--- src/design/ipid_pkg.sv ---
// Shared types, codes and saturating helpers for the incremental PID controller.
`timescale 1ns / 1ps
package ipid_pkg;

    localparam int DATA_W = 32;
    localparam int DT_W   = 24;
    localparam int DIV_W  = DATA_W + DT_W;
    localparam int MUL_W  = DATA_W + 1;
    localparam int PROD_W = 2 * MUL_W;

    // Operation codes carried on tuser.
    localparam logic [1:0] OP_UPDATE = 2'd0;
    localparam logic [1:0] OP_ERROR  = 2'd1;
    localparam logic [1:0] OP_RESET  = 2'd2;
    localparam logic [1:0] OP_PRESET = 2'd3;

    // Register indexes.
    localparam logic [2:0] REG_MODE  = 3'd0;
    localparam logic [2:0] REG_KP    = 3'd1;
    localparam logic [2:0] REG_KI    = 3'd2;
    localparam logic [2:0] REG_KD    = 3'd3;
    localparam logic [2:0] REG_OLIM  = 3'd4;
    localparam logic [2:0] REG_DLIM  = 3'd5;
    localparam logic [2:0] REG_DBS   = 3'd6;
    localparam logic [2:0] REG_RAMP  = 3'd7;

    // Bits of the mode register.
    localparam int FLAG_OUT_CLAMP = 0;
    localparam int FLAG_DLT_CLAMP = 1;
    localparam int FLAG_COND_INT  = 2;
    localparam int FLAG_REVERSE   = 3;
    localparam int FLAG_D_ON_ERR  = 4;

    localparam logic [63:0] LIMIT_RESET = 64'h7FFF_FFFF_8000_0000;

    typedef struct packed {
        logic busy;
        logic done;
    } div_stat_t;

    function automatic logic signed [31:0] sat66(input logic signed [65:0] v);
        logic signed [65:0] hi_lim;
        logic signed [65:0] lo_lim;
        logic signed [31:0] r;
        hi_lim = 66'sd2147483647;
        lo_lim = -66'sd2147483648;
        if (v > hi_lim)
            r = 32'sh7FFF_FFFF;
        else if (v < lo_lim)
            r = 32'sh8000_0000;
        else
            r = v[31:0];
        return r;
    endfunction

    function automatic logic signed [31:0] negsat(input logic signed [31:0] v);
        return sat66(-66'(v));
    endfunction

    function automatic logic [32:0] abs33(input logic signed [31:0] v);
        logic signed [32:0] w;
        w = 33'(v);
        return (w < 0) ? 33'(-w) : 33'(w);
    endfunction

    function automatic logic signed [31:0] lim_lo(input logic [63:0] r);
        logic signed [31:0] mx;
        logic signed [31:0] mn;
        mx = r[63:32];
        mn = r[31:0];
        return (mx < mn) ? mx : mn;
    endfunction

    function automatic logic signed [31:0] lim_hi(input logic [63:0] r);
        logic signed [31:0] mx;
        logic signed [31:0] mn;
        mx = r[63:32];
        mn = r[31:0];
        return (mx < mn) ? mn : mx;
    endfunction

    function automatic logic signed [31:0] clamp32(input logic signed [31:0] v,
                                                   input logic [63:0] r);
        logic signed [31:0] lo;
        logic signed [31:0] hi;
        logic signed [31:0] x;
        lo = lim_lo(r);
        hi = lim_hi(r);
        x = v;
        if (v < lo)
            x = lo;
        else if (hi < v)
            x = hi;
        return x;
    endfunction

    // Saturates a sign and a magnitude from the divider to 32 bits.
    function automatic logic signed [31:0] sat_quot(input logic neg,
                                                    input logic [DIV_W-1:0] mag);
        logic signed [31:0] r;
        if (!neg)
            r = (mag > DIV_W'(32'h7FFF_FFFF)) ? 32'sh7FFF_FFFF : mag[31:0];
        else
            r = (mag > DIV_W'(32'h8000_0000)) ? 32'sh8000_0000 : -mag[31:0];
        return r;
    endfunction

endpackage

--- src/design/ipid_div.sv ---
// Restoring divider, one quotient bit per cycle, for the derivative term.
`timescale 1ns / 1ps
module ipid_div
(
    input  logic                              clk,
    input  logic                              rst_n,
    input  logic                              start,
    input  logic [ipid_pkg::DIV_W-1:0]        dividend,
    input  logic [ipid_pkg::DT_W-1:0]         divisor,
    output ipid_pkg::div_stat_t               status,
    output logic [ipid_pkg::DIV_W-1:0]        quotient
);
    import ipid_pkg::*;

    localparam int CNT_W = $clog2(DIV_W);

    logic             busy_reg;
    logic             done_reg;
    logic [CNT_W-1:0] cnt_reg;
    logic [DIV_W-1:0] num_reg;
    logic [DT_W-1:0]  rem_reg;
    logic [DT_W:0]    trial;
    logic             fits;

    assign trial = {rem_reg, num_reg[DIV_W-1]};
    assign fits  = (trial >= {1'b0, divisor});

    always_ff @(posedge clk or negedge rst_n)
    begin
        if (!rst_n)
        begin
            busy_reg <= 1'b0;
            done_reg <= 1'b0;
            cnt_reg  <= '0;
        end
        else
        begin
            done_reg <= 1'b0;
            if (start)
            begin
                busy_reg <= 1'b1;
                cnt_reg  <= CNT_W'(DIV_W - 1);
            end
            else if (busy_reg)
            begin
                if (cnt_reg == '0)
                begin
                    busy_reg <= 1'b0;
                    done_reg <= 1'b1;
                end
                cnt_reg <= cnt_reg - 1'b1;
            end
        end
    end

    always_ff @(posedge clk)
    begin
        if (start)
        begin
            num_reg <= dividend;
            rem_reg <= '0;
        end
        else if (busy_reg)
        begin
            num_reg <= {num_reg[DIV_W-2:0], fits};
            rem_reg <= fits ? DT_W'(trial - {1'b0, divisor}) : trial[DT_W-1:0];
        end
    end

    assign status.busy = busy_reg;
    assign status.done = done_reg;
    assign quotient    = num_reg;

endmodule

--- config.mk ---
export PLATFORM = sky130hd
export DESIGN_NAME = ipid_div
export DESIGN_NICKNAME = d
export VERILOG_FILES = /design/src/design/ipid_pkg.sv /design/src/design/ipid_div.sv
export SDC_FILE = /design/constraint.sdc
export NUM_CORES = 1
export LEC_CHECK = 0
export ABC_AREA = 1
export BUFFER_PORTS_ARGS = -buffer_cell sky130_fd_sc_hd__buf_2
export CORE_MARGIN = 3
export CORE_UTILIZATION = 59
export CTS_CLUSTER_SIZE = 12
export DETAILED_ROUTE_END_ITERATION = 10
export GPL_TIMING_DRIVEN = 0
export PLACE_DENSITY = 0.87
export SLEW_MARGIN = 20
export SYNTH_ARGS = -nofsm -noshare
export SYNTH_HDL_FRONTEND = slang
export SYNTH_SLANG_ARGS = --single-unit
export TNS_END_PERCENT = 5
--- constraint.sdc ---
create_clock -name clk -period 5.5 [get_ports clk]
set_clock_uncertainty 0.2 [all_clocks]
set_input_delay 0.55 -clock clk [delete_from_list [all_inputs] [get_ports clk]]
set_output_delay 0.55 -clock clk [all_outputs]
set_load 0.05 [all_outputs]
==> summary.txt <==
Pwr
  – Peak supply drop: roughly 0.17 mV
  – Leak: 0.003939 uW
  – Pwr dens: 376.4 mW/mm^2

Place
  – DP Wirelength: between 10000 and 15000 um
  – Placer's final routability congestion estimate: 0.9621
  – Area after DPL: 0.006719 mm^2
  – Placed cells: 1104
  – # port buffers: 139

STA
  – Total negative slack: 0 ps
  – Worst-Margin Slew: 519.7 ps
  – Hold slack: 238.3 ps
  – Worst rel slew slack: 65.35%
  – Fmax: 388.1 MHz
  – Setup violations, final: 0
  – Period Utilization, post-route: 46.85%
  – Hold violation total from the final report: 0
  – RSZ-0062 raised after global routing: false
  – Pins over their slew limit: 0
  – Period minus WS final: around 2600 ps

Synth
  – Syn nets: 945
  – Yosys cell types: 40
  – Syn. warnings: 0
  – Post-synthesis register bit count: 88
  – Synth Instances: 835
  – Sequential element share of the synthesized area: 40.52%
  – Synthesized area: around 0.0058 mm^2
  – Synthesized area per cell: 6.983 um^2

GRT
  – Global-route usage over all layers: a little over a quarter
  – First-pass GRT wire length: 24400 um
  – Vias in the first global route: 5248
  – Initial antenna violation count: 0
  – Grt ovf: 0
  – Largest net degree at the start of global routing: 49

Clock tree
  – Number of buffers created by CTS: 9
  – Clk root buf: clkbuf_8
  – Max clock buf depth: 2
  – Clk_lat worst skew: 370 ps
  – Clock tree from TritonCTS: yes
  – Reg clk slew, reported paths: between 100 and 150 ps
  – Sink Count: 88
  – H-tree depth: 3
  – Post-CTS Setup Repair Bufs: 0

Floorplanning
  – Die area: approximately 0.011 mm^2
  – Core Rows: 35
  – Die H: 105.4 um
  – Core area: around 0.0094 mm^2
  – Initial Util: 61.93%
  – DIE WIDTH: 105.4 um
  – IO Count: 141

Setup path
  – Critical Path Source Type: flop
  – Crit Path Class: flop to flop
  – Worst Path Required: 5570 ps
  – R2R depth: 13
  – Crit path DAT: between 2000 and 3000 ps
  – Crit end category: flop
  – Top fanout value on the critical path: 3

Routing
  – Vias per cell: about 5
  – WL final: 15100 um
  – DR pass1 iterations: 5
  – Number of remaining DRC errors: 0
  – Wire per inst: 13.47 um
  – Via count: 5733
  – DR iter-0 viols: 491
  – Post-DRT Antenna Nets: 0

Min path
  – Hold depth: 3
  – Hold WC Path Type: input pin to flop

Cells and area
  – Most common cell after layout, fill and taps aside: nand2_1
  – Share of cells above drive strength 1: roughly 20%
  – Inserted Diodes: 0
  – Post-route cell area: 0.006928 mm^2
  – Final std cells w/o fill: between 1000 and 1500
  – Area Growth Syn to Fin: 18.82%
  – Number of flip-flops in the largest register: 56
  – Commonest non-fill, non-tap cells in the layout: 373 x nand2_1, 143 x buf_2, 132 x inv_1, 63 x nand3_1, 56 x edfxtp_1
  – Nets: about 1100

Job
  – Max-Cap Viols: 0

Status
  – Outcome: completed
## path summary, 6_finish.rpt
path                         startpoint            to  slack, ps
min                        dividend[49]  quotient[49]        240
max reg2reg                quotient[55]   rem_reg[14]       2920
max in group asynchronous         rst_n    cnt_reg[3]       4580
min in group asynchronous         rst_n    cnt_reg[4]        340
max                        quotient[55]   rem_reg[14]       2920
min reg2reg                 rem_reg[10]   rem_reg[10]        270
## synthesized netlist by cell type (all sizes together)
library cell | number | share of area [%]
nand2 | 380 | 25
inv | 134 | 8.6
nand3 | 72 | 7.0
edfxtp | 56 | 29
nor2 | 38 | 2.9
ha | 26 | 5.6
dfxtp | 24 | 8.2
a21oi | 16 | 1.6
clkbuf | 15 | 0.97
o21ai | 14 | 1.2
nand3b | 12 | 1.8
buf | 11 | 1.2
dfrtp | 8 | 3.4
xnor2 | 6 | 0.90
nand4 | 5 | 0.54
xor2 | 4 | 0.60
nor3 | 3 | 0.34
and2 | 2 | 0.24
o21bai | 2 | 0.26
a22oi | 1 | 0.13
a31oi | 1 | 0.11
clkinv | 1 | 0.064
fa | 1 | 0.34
nor4 | 1 | 0.11
o211ai | 1 | 0.13
or2 | 1 | 0.11
## cells by family after synthesis
logic type                 after synthesis  share of synthesized area (%)
adders and majority gates               27                          5.923
buffers and inverters                  161                          10.90
and+or+nand+nor                        514                          37.77
DFF                                     88                          40.51
AOI/OAI and AO/OA                       35                          3.391
xor gates and xnor gates                10                          1.502
## per-stage QoR
stage | setup WS [ps] | total power, uW | util, %
floorplan | 2176 | 1857 | -
global placement | 1213 | 2109 | 71.03
detailed placement | 2740 | 2136 | 71.36
CTS | 2998 | 2598 | 73.58
global route | 2740 | 2803 | 73.58
finish | 2923 | 2608 | 73.58
## critical path: stages, from the launching register on
cell and delay, ps:
edfxtp_1 350, inv_1 60, ha_1 200, fa_1 400, inv_1 110, nand2_1 60
nand3_1 90, nand2_1 120, o21bai_1 400, nand2_1 170, nand3_1 120, nand3_2 70
nand3_1 70, nand2_1 50
## layer usage
layer / wire length, um / track usage, %
met4: 403 / 8.810
met3: 976 / 4.042
met2: 7101 / 44.81
met5: 0 / 0
met1: 6621 / 36.58
## power breakdown
part / leakage (uW) / total [uW] / internal, uW / switching [uW]
logic: 0.00294 / 1280 / 427 / 849
clock network: 0.0000981 / 455 / 179 / 276
registers: 0.000898 / 876 / 813 / 63.0
total: 0.00394 / 2610 / 1420 / 1190
## cell type report
| type | count | area [um^2] |
|---|---|---|
| Inverter | 135 | 506.7 |
| Tap cell | 129 | 161.4 |
| Clock inverter | 7 | 75.07 |
| Clock buffer | 9 | 123.9 |
| Fill cell | 793 | 2487 |
| Multi-Input combinational cell | 586 | 2833 |
| Timing Repair Buffer | 141 | 733.2 |
| Buffer | 26 | 132.6 |
| Sequential cell | 88 | 2362 |
## what timing repair did
action	CTS	global route
hold endpoints to repair	8	0
resized for setup	0	0
setup endpoints to repair	0	0
hold buffers	1	0
Power figures use the tool's default switching activity.
