**src/design/ipid_pkg.sv**
```systemverilog
// Shared types, codes and saturating helpers for the incremental PID controller.
`timescale 1ns / 1ps
package ipid_pkg;

    localparam int DATA_W = 32;
    localparam int DT_W   = 24;
    localparam int DIV_W  = DATA_W + DT_W;
    localparam int MUL_W  = DATA_W + 1;
    localparam int PROD_W = 2 * MUL_W;

    // Operation codes carried on tuser.
    localparam logic [1:0] OP_UPDATE = 2'd0;
    localparam logic [1:0] OP_ERROR  = 2'd1;
    localparam logic [1:0] OP_RESET  = 2'd2;
    localparam logic [1:0] OP_PRESET = 2'd3;

    // Register indexes.
    localparam logic [2:0] REG_MODE  = 3'd0;
    localparam logic [2:0] REG_KP    = 3'd1;
    localparam logic [2:0] REG_KI    = 3'd2;
    localparam logic [2:0] REG_KD    = 3'd3;
    localparam logic [2:0] REG_OLIM  = 3'd4;
    localparam logic [2:0] REG_DLIM  = 3'd5;
    localparam logic [2:0] REG_DBS   = 3'd6;
    localparam logic [2:0] REG_RAMP  = 3'd7;

    // Bits of the mode register.
    localparam int FLAG_OUT_CLAMP = 0;
    localparam int FLAG_DLT_CLAMP = 1;
    localparam int FLAG_COND_INT  = 2;
    localparam int FLAG_REVERSE   = 3;
    localparam int FLAG_D_ON_ERR  = 4;

    localparam logic [63:0] LIMIT_RESET = 64'h7FFF_FFFF_8000_0000;

    typedef struct packed {
        logic busy;
        logic done;
    } div_stat_t;

    function automatic logic signed [31:0] sat66(input logic signed [65:0] v);
        logic signed [65:0] hi_lim;
        logic signed [65:0] lo_lim;
        logic signed [31:0] r;
        hi_lim = 66'sd2147483647;
        lo_lim = -66'sd2147483648;
        if (v > hi_lim)
            r = 32'sh7FFF_FFFF;
        else if (v < lo_lim)
            r = 32'sh8000_0000;
        else
            r = v[31:0];
        return r;
    endfunction

    function automatic logic signed [31:0] negsat(input logic signed [31:0] v);
        return sat66(-66'(v));
    endfunction

    function automatic logic [32:0] abs33(input logic signed [31:0] v);
        logic signed [32:0] w;
        w = 33'(v);
        return (w < 0) ? 33'(-w) : 33'(w);
    endfunction

    function automatic logic signed [31:0] lim_lo(input logic [63:0] r);
        logic signed [31:0] mx;
        logic signed [31:0] mn;
        mx = r[63:32];
        mn = r[31:0];
        return (mx < mn) ? mx : mn;
    endfunction

    function automatic logic signed [31:0] lim_hi(input logic [63:0] r);
        logic signed [31:0] mx;
        logic signed [31:0] mn;
        mx = r[63:32];
        mn = r[31:0];
        return (mx < mn) ? mn : mx;
    endfunction

    function automatic logic signed [31:0] clamp32(input logic signed [31:0] v,
                                                   input logic [63:0] r);
        logic signed [31:0] lo;
        logic signed [31:0] hi;
        logic signed [31:0] x;
        lo = lim_lo(r);
        hi = lim_hi(r);
        x = v;
        if (v < lo)
            x = lo;
        else if (hi < v)
            x = hi;
        return x;
    endfunction

    // Saturates a sign and a magnitude from the divider to 32 bits.
    function automatic logic signed [31:0] sat_quot(input logic neg,
                                                    input logic [DIV_W-1:0] mag);
        logic signed [31:0] r;
        if (!neg)
            r = (mag > DIV_W'(32'h7FFF_FFFF)) ? 32'sh7FFF_FFFF : mag[31:0];
        else
            r = (mag > DIV_W'(32'h8000_0000)) ? 32'sh8000_0000 : -mag[31:0];
        return r;
    endfunction

endpackage

```
**src/design/ipid_mul.sv**
```systemverilog
// Shared signed 33 by 33 bit multiplier with a registered product.
`timescale 1ns / 1ps
module ipid_mul
(
    input  logic                                    clk,
    input  logic signed [ipid_pkg::MUL_W-1:0]       op_a,
    input  logic signed [ipid_pkg::MUL_W-1:0]       op_b,
    output logic signed [ipid_pkg::PROD_W-1:0]      product
);
    import ipid_pkg::*;

    logic signed [PROD_W-1:0] prod_reg;

    always_ff @(posedge clk)
    begin
        prod_reg <= op_a * op_b;
    end

    assign product = prod_reg;

endmodule

```
**config.mk**
```make
export PLATFORM = sky130hd
export DESIGN_NAME = ipid_mul
export DESIGN_NICKNAME = d
export VERILOG_FILES = /design/src/design/ipid_pkg.sv /design/src/design/ipid_mul.sv
export SDC_FILE = /design/constraint.sdc
export NUM_CORES = 2
export LEC_CHECK = 0
export ABC_AREA = 1
export BUFFER_PORTS_ARGS = -buffer_cell sky130_fd_sc_hd__buf_2
export CORE_MARGIN = 2
export CORE_UTILIZATION = 55
export CTS_CLUSTER_DIAMETER = 60
export DETAILED_ROUTE_END_ITERATION = 7
export PLACE_DENSITY = 0.69
export SYNTH_ARGS = -nofsm -noshare
export SYNTH_HDL_FRONTEND = slang
export SYNTH_SLANG_ARGS = --single-unit
export TNS_END_PERCENT = 50
```
**constraint.sdc**
```tcl
create_clock -name clk -period 13.4 [get_ports clk]
set_input_delay 1.34 -clock clk [delete_from_list [all_inputs] [get_ports clk]]
set_output_delay 1.34 -clock clk [all_outputs]
set_load 0.02 [all_outputs]
```
==> tab_implementation.tex <==
\begin{tabular}{lr}
\hline
Metric & Value \\
\hline
\multicolumn{2}{l}{\textbf{Timing}} \\
\quad Max Clk Rate & 0.113 GHz \\
\quad Worst Tran Pin Value & 1190 ps \\
\quad Unrepaired setup endpoints after global routing & false \\
\quad Worst rel slew slack & 20.7\% \\
\quad Number of failing setup endpoints in the final timing report & 0 \\
\quad Share of the clock period used by the worst path after layout & 66.2\% \\
\quad Number of endpoints with negative hold slack in the final report & 0 \\
\quad TNS Setup & 0 ps \\
\quad Tmin final & 8870 ps \\
\quad Max-slew violations & 0 \\
\multicolumn{2}{l}{\textbf{Min path}} \\
\quad HP Start & op\_b[0] \\
\quad Worst Hold End & product[0] \\
\quad Class of the worst hold path & in2reg \\
\quad Cell count of the worst hold path & 3 \\
\multicolumn{2}{l}{\textbf{Logic synthesis}} \\
\quad Synthesis-stage register bit count & 66 \\
\quad Proportion of netlist area held by the largest area contributor & 53.1\% \\
\quad Number of flops mapped to enable cells by yosys & 0 \\
\quad Synth async-reset ratio & 0\% \\
\quad Summed instance area of the synthesized netlist & 43200 sq um \\
\quad Post-Syn Nets & 6972 \\
\quad Synth top cells by count & 1894 x sky130\_fd\_sc\_hd\_\_inv\_1, 1517 x sky130\_fd\_sc\_hd\_\_nand2\_1, 1145 x sky130\_fd\_sc\_hd\_\_fa\_1 \\
\quad Count of unique library cells instantiated by Yosys & 35 \\
\quad Avg Inst Size Synth & 7.79 sq um \\
\quad Synth Flop Type & sky130\_fd\_sc\_hd\_\_dfxtp\_1 \\
\quad Ys Warns & 0 \\
\quad Post-Syn Instances & 5543 \\
\quad Sequential share of the synthesized area & 3.06\% \\
\quad Cell accounting for the most synthesized area & sky130\_fd\_sc\_hd\_\_fa\_1 \\
\quad Largest cells by area after synthesis & sky130\_fd\_sc\_hd\_\_fa\_1 53\%, sky130\_fd\_sc\_hd\_\_inv\_1 16\%, sky130\_fd\_sc\_hd\_\_nand2\_1 13\% \\
\quad Count leader, synth & sky130\_fd\_sc\_hd\_\_inv\_1 \\
\multicolumn{2}{l}{\textbf{CTS}} \\
\quad CTS HTree Levels & 3 \\
\quad Clock tree from TritonCTS & done \\
\quad Hold bufs inserted after CTS & 0 \\
\quad Number of buffers added for setup after CTS & 0 \\
\quad Clock buffer count from CTS & 9 \\
\quad Clock slew at reported path FFs & 80 ps \\
\quad CTS-repair resized insts & 0 \\
\quad Clock Path Buffers & 2 \\
\quad Clock Sinks & 66 \\
\quad Clk Tree Root Cell & sky130\_fd\_sc\_hd\_\_clkbuf\_16 \\
\multicolumn{2}{l}{\textbf{Routing}} \\
\quad Mean routed wirelength per cell & 17.6 microns \\
\quad Routed via count divided by cell count & 5.05 \\
\quad Total number of vias & 32800 \\
\quad Detailed router's first-iteration violation count & 2267 \\
\quad DRC violations left & 0 \\
\quad Number of optimization iterations in the first detailed-route pass & 6 \\
\quad Final wirelength & 114000 microns \\
\quad Post-detailed-route count of antenna-violating nets & 0 \\
\multicolumn{2}{l}{\textbf{Placement}} \\
\quad Detailed placement HPWL & 95400 microns \\
\quad Final weighted congestion of routability-driven global placement & 0.953 \\
\quad \# port buffers & 132 \\
\multicolumn{2}{l}{\textbf{Floorplan}} \\
\quad Rows & 102 \\
\quad Std-Cell Core Area & 77600 sq um \\
\quad Starting density of the core & 55.6\% \\
\quad Full die area & 80800 sq um \\
\quad Vert. Die Dim & 284 microns \\
\quad Chip Width & 284 microns \\
\quad I/O pin total & 133 \\
\multicolumn{2}{l}{\textbf{Worst setup path}} \\
\quad Required time worst endpoint & 13640 ps \\
\quad Crit-path leading delay family & adder cells \\
\quad Data arrival time of the worst path & 9110 ps \\
\quad Worst Path Class, Setup & in2reg \\
\quad Buffers \& Inverters on Critical Path & 4 \\
\quad Library cell appearing most often on the critical path & sky130\_fd\_sc\_hd\_\_fa\_1 \\
\quad Critical Path Source Type & primary input \\
\quad Worst-path fanout max & 33 \\
\quad Critical path's largest stage delay & 1260 ps \\
\quad Series of cell instances along the critical path & buf\_2 > nand2\_1 > inv\_1 > fa\_1 > fa\_1 > fa\_1 > fa\_1 > fa\_1 > fa\_1 > fa\_1 > inv\_1 > fa\_1 > inv\_1 > ha\_1 > nand2\_1 > nor2\_1 > nand3\_1 > nor2\_1 > o21ai\_0 > nand4\_1 > nand2\_1 \\
\quad Nature of the critical path endpoint & flop \\
\quad Slowest CP cell & sky130\_fd\_sc\_hd\_\_fa\_1 \\
\multicolumn{2}{l}{\textbf{GRT}} \\
\quad Initial antenna violation count & 11 \\
\quad GR Overflow Total & 0 \\
\quad First-pass GRT wire length & 191000 microns \\
\quad Total routing resource utilization after global routing & 29.9\% \\
\quad Via count of the first global-routing pass & 36500 \\
\quad Maximum number of pins on one net before global-route repair & 35 \\
\multicolumn{2}{l}{\textbf{Finish}} \\
\quad Area of the multi-input gates & 33800 sq um \\
\quad Number of flip-flops under the largest register name & 66 \\
\quad Layout cells sized above 1 & 4.06\% \\
\quad Total area of sequential cells & 1320 sq um \\
\quad Fillers & 7272 \\
\quad Layout Area Growth over Synthesis & 3.24\% \\
\quad Final-stage net count & 6864 \\
\multicolumn{2}{l}{\textbf{Job}} \\
\quad Max-capacitance violation count & 0 \\
\multicolumn{2}{l}{\textbf{Run status}} \\
\quad Run status & finished clean \\
\hline
\end{tabular}
layout make-up:
| type | instances | area share [%] |
|---|---|---|
| clock buffers | 9 | 0.505 |
| well taps | 1040 | 2.92 |
| clock inverters | 7 | 0.225 |
| diodes | 3 | 0.0168 |
| flip-flops and latches | 66 | 2.96 |
| repair buffers | 144 | 1.68 |
| inverters | 1895 | 16.0 |
| multi-input cells | 3319 | 75.7 |
through the flow:
step	worst slack, ps	util, %	area [sq um]	std cells	hold WS (ps)
floorplan	5300	-	43200	5543	1600
global placement	4400	57.0	44200	6464	1760
detailed placement	4260	57.0	44200	6464	1760
CTS	4610	57.4	44600	6480	1500
global route	4050	57.4	44600	6483	1570
finish	4530	57.4	44600	6483	1530
cell usage in the layout (no fill, tap or decap), types with 4 or more instances in the layout:
cell type,n
sky130_fd_sc_hd__a21oi_1,61
sky130_fd_sc_hd__a21oi_2,4
sky130_fd_sc_hd__buf_2,132
sky130_fd_sc_hd__buf_4,12
sky130_fd_sc_hd__clkbuf_16,9
sky130_fd_sc_hd__dfxtp_1,66
sky130_fd_sc_hd__fa_1,1145
sky130_fd_sc_hd__ha_1,217
sky130_fd_sc_hd__inv_1,1894
sky130_fd_sc_hd__nand2_1,1517
sky130_fd_sc_hd__nand2_2,17
sky130_fd_sc_hd__nand3_1,70
sky130_fd_sc_hd__nand3_2,8
sky130_fd_sc_hd__nand4_1,19
sky130_fd_sc_hd__nor2_1,131
sky130_fd_sc_hd__nor2_2,20
sky130_fd_sc_hd__nor3_1,7
sky130_fd_sc_hd__nor4_1,4
sky130_fd_sc_hd__o21ai_0,19
sky130_fd_sc_hd__o21bai_1,14
sky130_fd_sc_hd__or2_2,5
sky130_fd_sc_hd__xnor2_1,4
sky130_fd_sc_hd__xor2_1,37
how the worst max path moves through the flow:
stage | cells after the start | startpoint | end
floorplan | 23 | op_a[32] | product[60]
global placement | 21 | op_a[32] | product[57]
detailed placement | 21 | op_a[32] | product[64]
CTS | 21 | op_a[32] | product[64]
global route | 23 | op_a[32] | product[60]
finish | 21 | op_a[32] | product[57]
metal layers:
metal  vias up  part of all wire (%)  GRT usage [%]
li1      14800                     -              -
met1     16500                    39           37.6
met2      1221                    51           53.5
met3       267                   6.4           3.84
met4        16                   3.6           9.76
met5         -                 0.093              0
cell families (layout without fill, tap and decap cells):
family | count (synthesis) | after routing | share of synthesized area [%]
buffers and inverters | 2158 | 2055 | 18.8
AND/OR/NAND/NOR | 1810 | 1810 | 16.6
XOR/XNOR | 41 | 41 | 0.832
AO/OA/AOI/OAI | 106 | 106 | 1.38
other | 0 | 3 | 0
flip-flops | 66 | 66 | 3.06
adder cells (fa/ha/maj) | 1362 | 1362 | 59.4
worst min-delay path, delay by kind of cell:
family | cells | cell delay (ps)
buffers and inverters | 2 | 340
and+or+nand+nor | 1 | 130
Power is left out: the tool's default activity adds up to more than one toggle a clock period on the data nets, which glitch-free logic cannot reach.
